--- src/design/fwst_pkg.sv ---
// Package for the frame-rate window statistics block.
// Shared widths, constants, register indexes and types; no dependencies.
package fwst_pkg;

  // Field widths
  localparam int DUR_W   = 24;
  localparam int FPS_W   = 18;
  localparam int TIMER_W = 32;

  // Default window length
  localparam int HISTORY_DEPTH_DEF = 128;

  // Front queue between classification and processing
  localparam int QUEUE_DEPTH = 4;
  localparam int QPTR_W      = $clog2(QUEUE_DEPTH);
  localparam int QCNT_W      = $clog2(QUEUE_DEPTH + 1);

  // Rate arithmetic: rate = RATE_NUM / duration, in 1/16 fps
  localparam logic [DUR_W-1:0] RATE_NUM     = 24'd16000000;
  localparam logic [DUR_W-1:0] VALID_MIN_US = 24'd100;
  localparam logic [FPS_W-1:0] MIN_NONE     = 18'd160000;

  // Configuration registers
  localparam int CFG_IDX_W = 1;
  localparam logic [CFG_IDX_W-1:0] CFG_ENABLE   = 1'b0;
  localparam logic [CFG_IDX_W-1:0] CFG_INTERVAL = 1'b1;
  localparam logic                 ENABLE_RST   = 1'b1;
  localparam logic [DUR_W-1:0]     INTERVAL_RST = 24'd500000;

  // Head of the front queue as seen by the back end
  typedef struct packed {
    logic             valid;
    logic [DUR_W-1:0] dur;
  } q_head_t;

  // One report, lowest field last in the packed order
  typedef struct packed {
    logic [FPS_W-1:0] max_fps;
    logic [FPS_W-1:0] min_fps;
    logic [FPS_W-1:0] average_fps;
    logic [FPS_W-1:0] current_fps;
  } fps_report_t;

endpackage

--- src/design/fwst_front.sv ---
// Front end: accepts durations, drops them while disabled, queues the rest.
// Depends on fwst_pkg.
module fwst_front (
  input  logic                    clk,
  input  logic                    rst_n,
  input  logic                    enable,
  input  logic                    in_tvalid,
  output logic                    in_tready,
  input  logic [fwst_pkg::DUR_W-1:0] in_dur,
  output fwst_pkg::q_head_t       head,
  input  logic                    pop
);

  logic [fwst_pkg::DUR_W-1:0]  q_mem_r [fwst_pkg::QUEUE_DEPTH];
  logic [fwst_pkg::QPTR_W-1:0] wr_ptr_r, wr_ptr_nxt;
  logic [fwst_pkg::QPTR_W-1:0] rd_ptr_r, rd_ptr_nxt;
  logic [fwst_pkg::QCNT_W-1:0] count_r, count_nxt;
  logic                        push;
  logic                        do_pop;

  // Disabled items are taken and dropped; enabled ones go to the queue
  assign in_tready = (count_r != fwst_pkg::QCNT_W'(fwst_pkg::QUEUE_DEPTH));
  assign push      = in_tvalid && in_tready && enable;
  assign do_pop    = pop && (count_r != '0);

  assign head.valid = (count_r != '0);
  assign head.dur   = q_mem_r[rd_ptr_r];

  // Pointer and fill bookkeeping
  always_comb begin
    wr_ptr_nxt = wr_ptr_r;
    rd_ptr_nxt = rd_ptr_r;
    count_nxt  = count_r;
    if (push) begin
      wr_ptr_nxt = (wr_ptr_r == fwst_pkg::QPTR_W'(fwst_pkg::QUEUE_DEPTH - 1)) ?
                   '0 : wr_ptr_r + 1'b1;
    end
    if (do_pop) begin
      rd_ptr_nxt = (rd_ptr_r == fwst_pkg::QPTR_W'(fwst_pkg::QUEUE_DEPTH - 1)) ?
                   '0 : rd_ptr_r + 1'b1;
    end
    if (push && !do_pop) begin
      count_nxt = count_r + 1'b1;
    end else if (!push && do_pop) begin
      count_nxt = count_r - 1'b1;
    end
  end

  always_ff @(posedge clk) begin
    if (!rst_n) begin
      wr_ptr_r <= '0;
      rd_ptr_r <= '0;
      count_r  <= '0;
    end else begin
      wr_ptr_r <= wr_ptr_nxt;
      rd_ptr_r <= rd_ptr_nxt;
      count_r  <= count_nxt;
    end
  end

  // Queue storage
  always_ff @(posedge clk) begin
    if (push) begin
      q_mem_r[wr_ptr_r] <= in_dur;
    end
  end

endmodule

--- src/design/fwst_div.sv ---
// Bit-serial restoring divider, one quotient bit per cycle.
// Quotient must fit FPS_W bits. Depends on fwst_pkg.
module fwst_div #(
  parameter int SUM_W = 32
) (
  input  logic                       clk,
  input  logic                       rst_n,
  input  logic                       start,
  input  logic [SUM_W-1:0]           dividend,
  input  logic [SUM_W-1:0]           divisor,
  output logic                       done,
  output logic [fwst_pkg::FPS_W-1:0] quotient
);

  localparam int STEP_W = $clog2(fwst_pkg::FPS_W);

  logic                       busy_r, busy_nxt;
  logic                       done_r, done_nxt;
  logic [STEP_W-1:0]          step_r, step_nxt;
  logic [SUM_W:0]             rem_r, rem_nxt;
  logic [fwst_pkg::FPS_W-1:0] quo_r, quo_nxt;
  logic [SUM_W-1:0]           dvs_r, dvs_nxt;
  logic [SUM_W:0]             rem_sh;
  logic                       fits;

  // Shift in the next dividend bit and try a subtract
  assign rem_sh = {rem_r[SUM_W-1:0], quo_r[fwst_pkg::FPS_W-1]};
  assign fits   = (rem_sh >= {1'b0, dvs_r});

  always_comb begin
    busy_nxt = busy_r;
    done_nxt = 1'b0;
    step_nxt = step_r;
    rem_nxt  = rem_r;
    quo_nxt  = quo_r;
    dvs_nxt  = dvs_r;
    if (start) begin
      busy_nxt = 1'b1;
      step_nxt = '0;
      rem_nxt  = (SUM_W + 1)'(dividend >> fwst_pkg::FPS_W);
      quo_nxt  = dividend[fwst_pkg::FPS_W-1:0];
      dvs_nxt  = divisor;
    end else if (busy_r) begin
      rem_nxt  = fits ? (rem_sh - {1'b0, dvs_r}) : rem_sh;
      quo_nxt  = {quo_r[fwst_pkg::FPS_W-2:0], fits};
      step_nxt = step_r + 1'b1;
      if (step_r == STEP_W'(fwst_pkg::FPS_W - 1)) begin
        busy_nxt = 1'b0;
        done_nxt = 1'b1;
      end
    end
  end

  always_ff @(posedge clk) begin
    if (!rst_n) begin
      busy_r <= 1'b0;
      done_r <= 1'b0;
    end else begin
      busy_r <= busy_nxt;
      done_r <= done_nxt;
    end
  end

  always_ff @(posedge clk) begin
    step_r <= step_nxt;
    rem_r  <= rem_nxt;
    quo_r  <= quo_nxt;
    dvs_r  <= dvs_nxt;
  end

  assign done     = done_r;
  assign quotient = quo_r;

  a_start_idle: assert property (@(posedge clk) disable iff (!rst_n)
    start |-> !busy_r)
    else $error("divider started while busy");

endmodule

--- src/design/fwst_back.sv ---
// Back end: history ring, interval timer, window walk and rate divisions.
// Depends on fwst_pkg and fwst_div.
module fwst_back #(
  parameter int HISTORY_DEPTH = fwst_pkg::HISTORY_DEPTH_DEF
) (
  input  logic                       clk,
  input  logic                       rst_n,
  input  fwst_pkg::q_head_t          head,
  output logic                       pop,
  input  logic [fwst_pkg::DUR_W-1:0] interval,
  output logic                       out_tvalid,
  input  logic                       out_tready,
  output fwst_pkg::fps_report_t      report
);

  localparam int DEPTH_W = $clog2(HISTORY_DEPTH);
  localparam int CNT_W   = $clog2(HISTORY_DEPTH + 1);
  localparam int SUM_W   = fwst_pkg::DUR_W + CNT_W;
  localparam int DUR_W   = fwst_pkg::DUR_W;
  localparam int FPS_W   = fwst_pkg::FPS_W;
  localparam int TIMER_W = fwst_pkg::TIMER_W;

  typedef enum logic [4:0] {
    ST_IDLE = 5'b00001,
    ST_WALK = 5'b00010,
    ST_DSET = 5'b00100,
    ST_DRUN = 5'b01000,
    ST_OUT  = 5'b10000
  } state_t;

  typedef enum logic [1:0] {
    JOB_CUR = 2'd0,
    JOB_AVG = 2'd1,
    JOB_MIN = 2'd2,
    JOB_MAX = 2'd3
  } job_t;

  state_t                state_r, state_nxt;
  job_t                  job_r, job_nxt, job_next;
  logic [DUR_W-1:0]      ring [HISTORY_DEPTH];
  logic [DEPTH_W-1:0]    wptr_r, wptr_nxt;
  logic [CNT_W-1:0]      fill_r, fill_nxt;
  logic [TIMER_W-1:0]    timer_r, timer_nxt;
  logic [DUR_W-1:0]      last_r, last_nxt;
  logic [CNT_W-1:0]      idx_r, idx_nxt;
  logic                  rd_vld_r, rd_vld_nxt;
  logic [DUR_W-1:0]      rd_data_r;
  logic [SUM_W-1:0]      sum_r, sum_nxt;
  logic [DUR_W-1:0]      dmin_r, dmin_nxt;
  logic [DUR_W-1:0]      dmax_r, dmax_nxt;
  fwst_pkg::fps_report_t rep_r, rep_nxt;
  fwst_pkg::fps_report_t out_rep_r, out_rep_nxt;
  logic                  out_valid_r, out_valid_nxt;
  logic                  ring_we;
  logic [TIMER_W:0]      timer_sum;
  logic [TIMER_W-1:0]    timer_sat;
  logic                  div_start;
  logic [SUM_W-1:0]      div_dvd, div_dvs;
  logic                  div_done;
  logic [FPS_W-1:0]      div_quo;
  logic                  store_en;
  logic [FPS_W-1:0]      store_val;
  logic                  any_valid;
  logic                  out_load;

  fwst_div #(
    .SUM_W(SUM_W)
  ) u_div (
    .clk      (clk),
    .rst_n    (rst_n),
    .start    (div_start),
    .dividend (div_dvd),
    .divisor  (div_dvs),
    .done     (div_done),
    .quotient (div_quo)
  );

  // Saturating interval timer
  assign timer_sum = {1'b0, timer_r} + (TIMER_W + 1)'(head.dur);
  assign timer_sat = timer_sum[TIMER_W] ? '1 : timer_sum[TIMER_W-1:0];

  // Rate is monotonic in duration: min rate from longest, max from shortest
  assign any_valid = (dmax_r > fwst_pkg::VALID_MIN_US);
  assign out_load  = (state_r == ST_OUT) && (!out_valid_r || out_tready);

  always_comb begin
    case (job_r)
      JOB_CUR: job_next = JOB_AVG;
      JOB_AVG: job_next = JOB_MIN;
      JOB_MIN: job_next = JOB_MAX;
      default: job_next = JOB_MAX;
    endcase
  end

  always_comb begin
    state_nxt     = state_r;
    job_nxt       = job_r;
    wptr_nxt      = wptr_r;
    fill_nxt      = fill_r;
    timer_nxt     = timer_r;
    last_nxt      = last_r;
    idx_nxt       = idx_r;
    rd_vld_nxt    = 1'b0;
    sum_nxt       = sum_r;
    dmin_nxt      = dmin_r;
    dmax_nxt      = dmax_r;
    rep_nxt       = rep_r;
    out_rep_nxt   = out_rep_r;
    out_valid_nxt = out_valid_r;
    ring_we       = 1'b0;
    pop           = 1'b0;
    div_start     = 1'b0;
    div_dvd       = '0;
    div_dvs       = '0;
    store_en      = 1'b0;
    store_val     = '0;

    if (out_valid_r && out_tready) begin
      out_valid_nxt = 1'b0;
    end

    case (state_r)
      // Take one duration: store it, advance pointers and timer; start a sweep once the interval is reached
      ST_IDLE: begin
        if (head.valid) begin
          pop      = 1'b1;
          ring_we  = 1'b1;
          last_nxt = head.dur;
          wptr_nxt = (wptr_r == DEPTH_W'(HISTORY_DEPTH - 1)) ? '0 : wptr_r + 1'b1;
          if (fill_r < CNT_W'(HISTORY_DEPTH)) begin
            fill_nxt = fill_r + 1'b1;
          end
          if (timer_sat >= TIMER_W'(interval)) begin
            timer_nxt = '0;
            idx_nxt   = '0;
            sum_nxt   = '0;
            dmin_nxt  = '1;
            dmax_nxt  = '0;
            state_nxt = ST_WALK;
          end else begin
            timer_nxt = timer_sat;
          end
        end
      end

      // Sweep the written entries: sum, shortest and longest valid duration
      ST_WALK: begin
        if (idx_r < fill_r) begin
          idx_nxt    = idx_r + 1'b1;
          rd_vld_nxt = 1'b1;
        end
        if (rd_vld_r) begin
          sum_nxt = sum_r + SUM_W'(rd_data_r);
          if (rd_data_r > fwst_pkg::VALID_MIN_US) begin
            if (rd_data_r < dmin_r) dmin_nxt = rd_data_r;
            if (rd_data_r > dmax_r) dmax_nxt = rd_data_r;
          end
        end else if (idx_r == fill_r) begin
          job_nxt   = JOB_CUR;
          state_nxt = ST_DSET;
        end
      end

      // Set up the next division or take its fixed value
      ST_DSET: begin
        case (job_r)
          JOB_CUR: begin
            div_dvd   = SUM_W'(fwst_pkg::RATE_NUM);
            div_dvs   = SUM_W'(last_r);
            div_start = (last_r > fwst_pkg::VALID_MIN_US);
            store_val = '0;
          end
          JOB_AVG: begin
            div_dvd   = SUM_W'(fwst_pkg::RATE_NUM) * SUM_W'(fill_r);
            div_dvs   = sum_r;
            div_start = (sum_r > SUM_W'(fwst_pkg::VALID_MIN_US) * SUM_W'(fill_r));
            store_val = '0;
          end
          JOB_MIN: begin
            div_dvd   = SUM_W'(fwst_pkg::RATE_NUM);
            div_dvs   = SUM_W'(dmax_r);
            div_start = any_valid;
            store_val = fwst_pkg::MIN_NONE;
          end
          default: begin
            div_dvd   = SUM_W'(fwst_pkg::RATE_NUM);
            div_dvs   = SUM_W'(dmin_r);
            div_start = any_valid;
            store_val = '0;
          end
        endcase
        if (div_start) begin
          state_nxt = ST_DRUN;
        end else begin
          store_en = 1'b1;
        end
      end

      ST_DRUN: begin
        if (div_done) begin
          store_en  = 1'b1;
          store_val = div_quo;
        end
      end

      // Hand the report to the output register
      ST_OUT: begin
        if (out_load) begin
          out_valid_nxt = 1'b1;
          out_rep_nxt   = rep_r;
          state_nxt     = ST_IDLE;
        end
      end

      default: begin
        state_nxt = ST_IDLE;
      end
    endcase

    // Record one report field and move to the next job
    if (store_en) begin
      case (job_r)
        JOB_CUR: rep_nxt.current_fps = store_val;
        JOB_AVG: rep_nxt.average_fps = store_val;
        JOB_MIN: rep_nxt.min_fps     = store_val;
        default: rep_nxt.max_fps     = store_val;
      endcase
      if (job_r == JOB_MAX) begin
        state_nxt = ST_OUT;
      end else begin
        job_nxt   = job_next;
        state_nxt = ST_DSET;
      end
    end
  end

  always_ff @(posedge clk) begin
    if (!rst_n) begin
      state_r     <= ST_IDLE;
      job_r       <= JOB_CUR;
      wptr_r      <= '0;
      fill_r      <= '0;
      timer_r     <= '0;
      last_r      <= '0;
      rd_vld_r    <= 1'b0;
      out_valid_r <= 1'b0;
    end else begin
      state_r     <= state_nxt;
      job_r       <= job_nxt;
      wptr_r      <= wptr_nxt;
      fill_r      <= fill_nxt;
      timer_r     <= timer_nxt;
      last_r      <= last_nxt;
      rd_vld_r    <= rd_vld_nxt;
      out_valid_r <= out_valid_nxt;
    end
  end

  always_ff @(posedge clk) begin
    idx_r     <= idx_nxt;
    sum_r     <= sum_nxt;
    dmin_r    <= dmin_nxt;
    dmax_r    <= dmax_nxt;
    rep_r     <= rep_nxt;
    out_rep_r <= out_rep_nxt;
  end

  // History ring: one write port, one registered read port
  always_ff @(posedge clk) begin
    if (ring_we) begin
      ring[wptr_r] <= head.dur;
    end
    rd_data_r <= ring[idx_r[DEPTH_W-1:0]];
  end

  assign out_tvalid = out_valid_r;
  assign report     = out_rep_r;

  a_fill_bound: assert property (@(posedge clk) disable iff (!rst_n)
    fill_r <= CNT_W'(HISTORY_DEPTH))
    else $error("fill count beyond window depth");

  a_timer_cleared: assert property (@(posedge clk) disable iff (!rst_n)
    out_load |-> (timer_r == '0))
    else $error("report issued with running timer");

  a_done_in_run: assert property (@(posedge clk) disable iff (!rst_n)
    div_done |-> (state_r == ST_DRUN))
    else $error("divider result outside of division state");

  a_read_in_walk: assert property (@(posedge clk) disable iff (!rst_n)
    rd_vld_r |-> (state_r == ST_WALK))
    else $error("ring read data outside of window sweep");

  a_out_after_load: assert property (@(posedge clk) disable iff (!rst_n)
    out_load |=> out_tvalid)
    else $error("loaded report not presented");

endmodule

--- src/design/frame_rate_window_stats.sv ---
// Top level of the frame-rate window statistics block.
// Holds the configuration registers; depends on fwst_pkg, fwst_front, fwst_back.
//
//  channel  | handshake               | payload
//  ---------+-------------------------+---------------------------------------
//  in_      | in_tvalid / in_tready   | in_tdata: frame_time_us[23:0]
//  out_     | out_tvalid / out_tready | out_tdata: current, average, min, max
//  cfg_     | cfg_valid / cfg_ready   | cfg_index, cfg_data
//
// A duration that does not close an interval passes through the queue and is then
// written to the ring. A reporting duration is swept one ring entry per cycle
// through the single read port, then takes up to four 18-step passes of the shared
// bit-serial divider, each with setup and hand-off.
// The ring needs no clearing after reset.
// The four-entry front queue keeps taking items while a report is worked out, until it is full.
module frame_rate_window_stats #(
  parameter int HISTORY_DEPTH = fwst_pkg::HISTORY_DEPTH_DEF
) (
  input  logic                              clk,
  input  logic                              rst_n,
  // in_tdata: frame_time_us[23:0]
  input  logic                              in_tvalid,
  output logic                              in_tready,
  input  logic [23:0]                       in_tdata,
  // out_tdata: current_fps[17:0], average_fps[35:18], min_fps[53:36],
  //            max_fps[71:54]
  output logic                              out_tvalid,
  input  logic                              out_tready,
  output logic [71:0]                       out_tdata,
  input  logic                              cfg_valid,
  output logic                              cfg_ready,
  input  logic [fwst_pkg::CFG_IDX_W-1:0]    cfg_index,
  input  logic [23:0]                       cfg_data
);

  logic                  enable_r, enable_nxt;
  logic [23:0]           interval_r, interval_nxt;
  fwst_pkg::q_head_t     head;
  logic                  pop;
  fwst_pkg::fps_report_t report;

  // Configuration writes are always taken
  assign cfg_ready = 1'b1;

  always_comb begin
    enable_nxt   = enable_r;
    interval_nxt = interval_r;
    if (cfg_valid) begin
      case (cfg_index)
        fwst_pkg::CFG_ENABLE:   enable_nxt   = cfg_data[0];
        fwst_pkg::CFG_INTERVAL: interval_nxt = cfg_data;
        default: ;
      endcase
    end
  end

  always_ff @(posedge clk) begin
    if (!rst_n) begin
      enable_r   <= fwst_pkg::ENABLE_RST;
      interval_r <= fwst_pkg::INTERVAL_RST;
    end else begin
      enable_r   <= enable_nxt;
      interval_r <= interval_nxt;
    end
  end

  fwst_front u_front (
    .clk       (clk),
    .rst_n     (rst_n),
    .enable    (enable_r),
    .in_tvalid (in_tvalid),
    .in_tready (in_tready),
    .in_dur    (in_tdata),
    .head      (head),
    .pop       (pop)
  );

  fwst_back #(
    .HISTORY_DEPTH(HISTORY_DEPTH)
  ) u_back (
    .clk        (clk),
    .rst_n      (rst_n),
    .head       (head),
    .pop        (pop),
    .interval   (interval_r),
    .out_tvalid (out_tvalid),
    .out_tready (out_tready),
    .report     (report)
  );

  assign out_tdata = report;

endmodule
--- config.mk ---
export PLATFORM = sky130hd
export DESIGN_NAME = frame_rate_window_stats
export DESIGN_NICKNAME = d
export VERILOG_FILES = /design/src/design/fwst_pkg.sv /design/src/design/fwst_front.sv /design/src/design/fwst_div.sv /design/src/design/fwst_back.sv /design/src/design/frame_rate_window_stats.sv
export SDC_FILE = /design/constraint.sdc
export NUM_CORES = 2
export LEC_CHECK = 0
export ABC_CLOCK_PERIOD_IN_PS = 19550
export BUFFER_PORTS_ARGS = -buffer_cell sky130_fd_sc_hd__buf_2
export CELL_PAD_IN_SITES_DETAIL_PLACEMENT = 1
export CELL_PAD_IN_SITES_GLOBAL_PLACEMENT = 2
export CORE_ASPECT_RATIO = 2
export CORE_MARGIN = 2
export CORE_UTILIZATION = 40
export DETAILED_ROUTE_END_ITERATION = 12
export GPL_ROUTABILITY_DRIVEN = 0
export PLACE_DENSITY = 0.67
export SLEW_MARGIN = 10
export SYNTH_ARGS = -nofsm -noshare
export SYNTH_HDL_FRONTEND = slang
export SYNTH_SLANG_ARGS = --single-unit
--- constraint.sdc ---
create_clock -name clk -period 19.55 [get_ports clk]
set_clock_uncertainty 0.05 [all_clocks]
set_input_delay 0 -clock clk [delete_from_list [all_inputs] [get_ports clk]]
set_output_delay 0 -clock clk [all_outputs]
set_load 0.005 [all_outputs]
==> results.sh <==
export IMPL_crit_path_top_delay_cell="mux4_4"
export IMPL_ys_warn_count=0
export IMPL_cts_setup_buffers=0
export IMPL_worst_hold_path_type="in2reg"
export IMPL_postRouteAntennaNets=0
export IMPL_p_clk_share_pct=25.4
export IMPL_areaGrowthSynthToFinish_pct=13.70
export IMPL_synth_fp_nets=7485
export IMPL_hold_viol=0
export IMPL_holdCritStartpoint="rst_n"
export IMPL_final_max_slew_viol_count=0
export IMPL_fp_dieW_um=431.9
export IMPL_grt_overflow=0
export IMPL_slew_headroom_pct=15.69
export IMPL_hpwl_um=281900
export IMPL_core_um2=365000
export IMPL_rsz0062_at_grt="false"
export IMPL_fill_cells=33610
export IMPL_cts_buffers=324
export IMPL_max_stage_delay_ps=1090
export IMPL_startpoint_type="flip-flop"
export IMPL_drtPass1Iterations=5
export IMPL_ys_seq_elements=3627
export IMPL_critPathTopFamily="compound AO/OA/AOI/OAI gates"
export IMPL_avgSynthCellArea_um2=20.49
export IMPL_period_share_pct=46.89
export IMPL_layout_common_cells="edfxtp_1, mux4_2, clkbuf_16, ha_1, nand2_1"
export IMPL_synth_edf_count=3464
export IMPL_async_flop_share_pct=0
export IMPL_power_switching_w=0.008835
export IMPL_cap_violations=0
export IMPL_dieArea_um2=371300
export IMPL_yosysUniqueCellTypes=76
export IMPL_h_tree_depth=5
export IMPL_dp_slack_ps=10590
export IMPL_final_setup_worst_slack_ps=10380
export IMPL_cts_sinks=3627
export IMPL_row_count=314
export IMPL_antenna_found_initial=74
export IMPL_initial_utilization_pct=40.13
export IMPL_netlist_area_um2=146500
export IMPL_io_buffers=127
export IMPL_arrival_ps=9690
export IMPL_period_minus_slack_ps=9168
export IMPL_seq_power_share_pct=40.0
export IMPL_worst_setup_path_end_kind="flip-flop"
export IMPL_ios=129
export IMPL_grt_pass1_vias=80080
export IMPL_internal_power_w=0.01656
export IMPL_required_ps=20080
export IMPL_peakVddDrop_uv=113.0
export IMPL_ctsResizeCount=0
export IMPL_drc=0
export IMPL_final_common_cell="edfxtp_1"
export IMPL_die_h_um=859.8
export IMPL_finalNetCount=7976
export IMPL_status="complete, no violations"
export IMPL_swShare_pct=34.79
export IMPL_cp_max_fo=67
export IMPL_cts_root_buf="clkbuf_16"
export IMPL_powerDensity_nw_per_um2=152.5
export IMPL_grt_pass1_wl_um=632400
export IMPL_drt_vias_per_instance=5.820
export IMPL_path_class="reg2reg"
export IMPL_synth_main_ff_cell="edfxtp_1"
export IMPL_cts_tree="built"
export IMPL_power_frac_comb_pct=34.6
export IMPL_wl_per_cell_um=35.21
export IMPL_max_freq_mhz=109.1
export IMPL_insertion_delay_ps=940
export IMPL_dr_total_vias=75290
export IMPL_synthCells=7148
export IMPL_wl_um=455400
export IMPL_clock_path_buffers=4
export IMPL_grtUsageTotal_pct=24.43
export IMPL_path_common_cell="a21o_1"
export IMPL_drt_iter0_markers=7940
export IMPL_cellLeakagePower_nw=53.11
export IMPL_path_cells="buf_4, mux4_4, ha_1, fa_1, a211oi_1, o211ai_1, o2111ai_1, nand2_1, a21oi_1, nor2_1, o21bai_1, buf_4, nand2_1, ha_1, a21o_1, a21o_1, a21o_1, a2111oi_0, nand4_1, a2111oi_1, nand3_1, o21ai_1, nor2_4"
export IMPL_hold_slack_ps=198.7
export IMPL_grt_max_degree=112
export IMPL_finalSetupViolCount=0
export IMPL_tightestPinTransition_ps=1263
export IMPL_finalSetupTns_ps=0
export IMPL_drive_above_1_share_pct=26.21
export IMPL_ys_seq_area_share_pct=73.25
export IMPL_cts_clk_slew_worst_paths_ps=70
export IMPL_critPathBufInv=2
export IMPL_cts_hold_buf=153
stage by stage:
| stage | cells | total power [W] | instance area, um^2 | utilization (%) |
|---|---|---|---|---|
| 2_1_floorplan | 7148 | 0.01545 | 146500 | - |
| 3_3_place_gp | 11900 | 0.01897 | 153900 | 42.17 |
| 3_5_place_dp | 11900 | 0.01915 | 153900 | 42.17 |
| 4_1_cts | 12630 | 0.02557 | 165800 | 45.41 |
| 5_1_grt | 12930 | 0.02622 | 166500 | 45.62 |
| 6_report | 12940 | 0.02540 | 166500 | 45.63 |
synthesized netlist by cell type (29+ instances only):
master    count  share of area, %
edfxtp_1   3464                71
mux4_2     1056                16
nor2_1      295              0.76
ha_1        259               2.2
nand2_1     231              0.59
clkbuf_1    214              0.55
inv_1       196              0.50
a21oi_1     176              0.60
dfxtp_1     163               2.2
o21ai_0      91              0.31
and2_1       78              0.33
buf_2        72              0.25
a21o_1       65              0.33
xnor2_1      63              0.38
nand3_1      52              0.18
buf_1        48              0.12
nand2b_1     43              0.18
xor2_1       39              0.23
nand4_1      38              0.16
nor3_1       36              0.12
a211oi_1     35              0.18
and3_1       34              0.15
o21a_1       29              0.15
cells by family (layout without fill, tap and decap cells):
group / after synthesis / after routing / share of synthesized area [%]
simple gates: 915 / 915 / 2.984
mux: 1104 / 1104 / 16.59
compound gates: 571 / 571 / 2.534
xor+xnor: 102 / 102 / 0.6100
fa+ha+maj: 283 / 283 / 2.541
other cells: 1 / 309 / 0.002560
buf+inv: 545 / 1284 / 1.490
flops: 3627 / 3627 / 73.25
metal layers:
layer  global-route usage [%]  up-vias  share of wire, %
li1                         -    30670                 -
met1                    27.00    41140                34
met2                    45.04     2726                54
met3                    2.706      734               5.0
met4                    14.26       12               6.4
met5                        0        -             0.020
tightest hold or removal path: stages:
cell and delay [ps]:
dlygate4sd3_1 550, buf_2 380, nand2_1 140, a31oi_1 40
power by group through the flow:
stage | clock network (W) | logic (W) | registers, W
after floorplan | 0 | 0.00529 | 0.0102
after CTS | 0.00655 | 0.00887 | 0.0102
after global routing | 0.00678 | 0.00926 | 0.0102
after detailed placement | 0 | 0.00883 | 0.0103
final | 0.00645 | 0.00879 | 0.0102
after global placement | 0 | 0.00867 | 0.0103
sequential cells by signal (all words and copies together), names as in the netlist, 7 cells and up, named ones only:
register,count
interval_r,24
u_back.dmax_r,24
u_back.timer_r,32
u_back.rd_data_r,24
u_back.u_div.dvs_r,32
u_back.u_div.quotient,18
u_back.sum_r,32
u_back.rep_r,72
u_back.dmin_r,24
u_back.last_r,24
u_back.ring,3072
u_front.q_mem_r,96
u_back.idx_r,8
u_back.fill_r,8
u_back.report,72
u_back.u_div.rem_r,32
u_back.wptr_r,7
worst paths after layout:
check / cells past startpoint / slack [ps] / to
setup / recovery: 23 / 10380 / u_back.sum_r[28]
hold / removal: 4 / 200 / u_back.state_r[3]
setup reg to reg: 23 / 10380 / u_back.sum_r[28]
hold reg to reg: 0 / 370 / u_back.report[35]
final cells by class:
class / count / area [um^2] / area share, %
multi-input cells: 2976 / 37460 / 22.49
flip-flops and latches: 3627 / 107300 / 64.42
inverters: 199 / 748.2 / 0.4493
well taps: 4740 / 5931 / 3.561
diodes: 308 / 770.7 / 0.4628
clock inverters: 182 / 1778 / 1.068
repair buffers: 511 / 4039 / 2.425
clock buffers: 392 / 8519 / 5.116
Note: power is estimated with default switching activity, not from simulation.
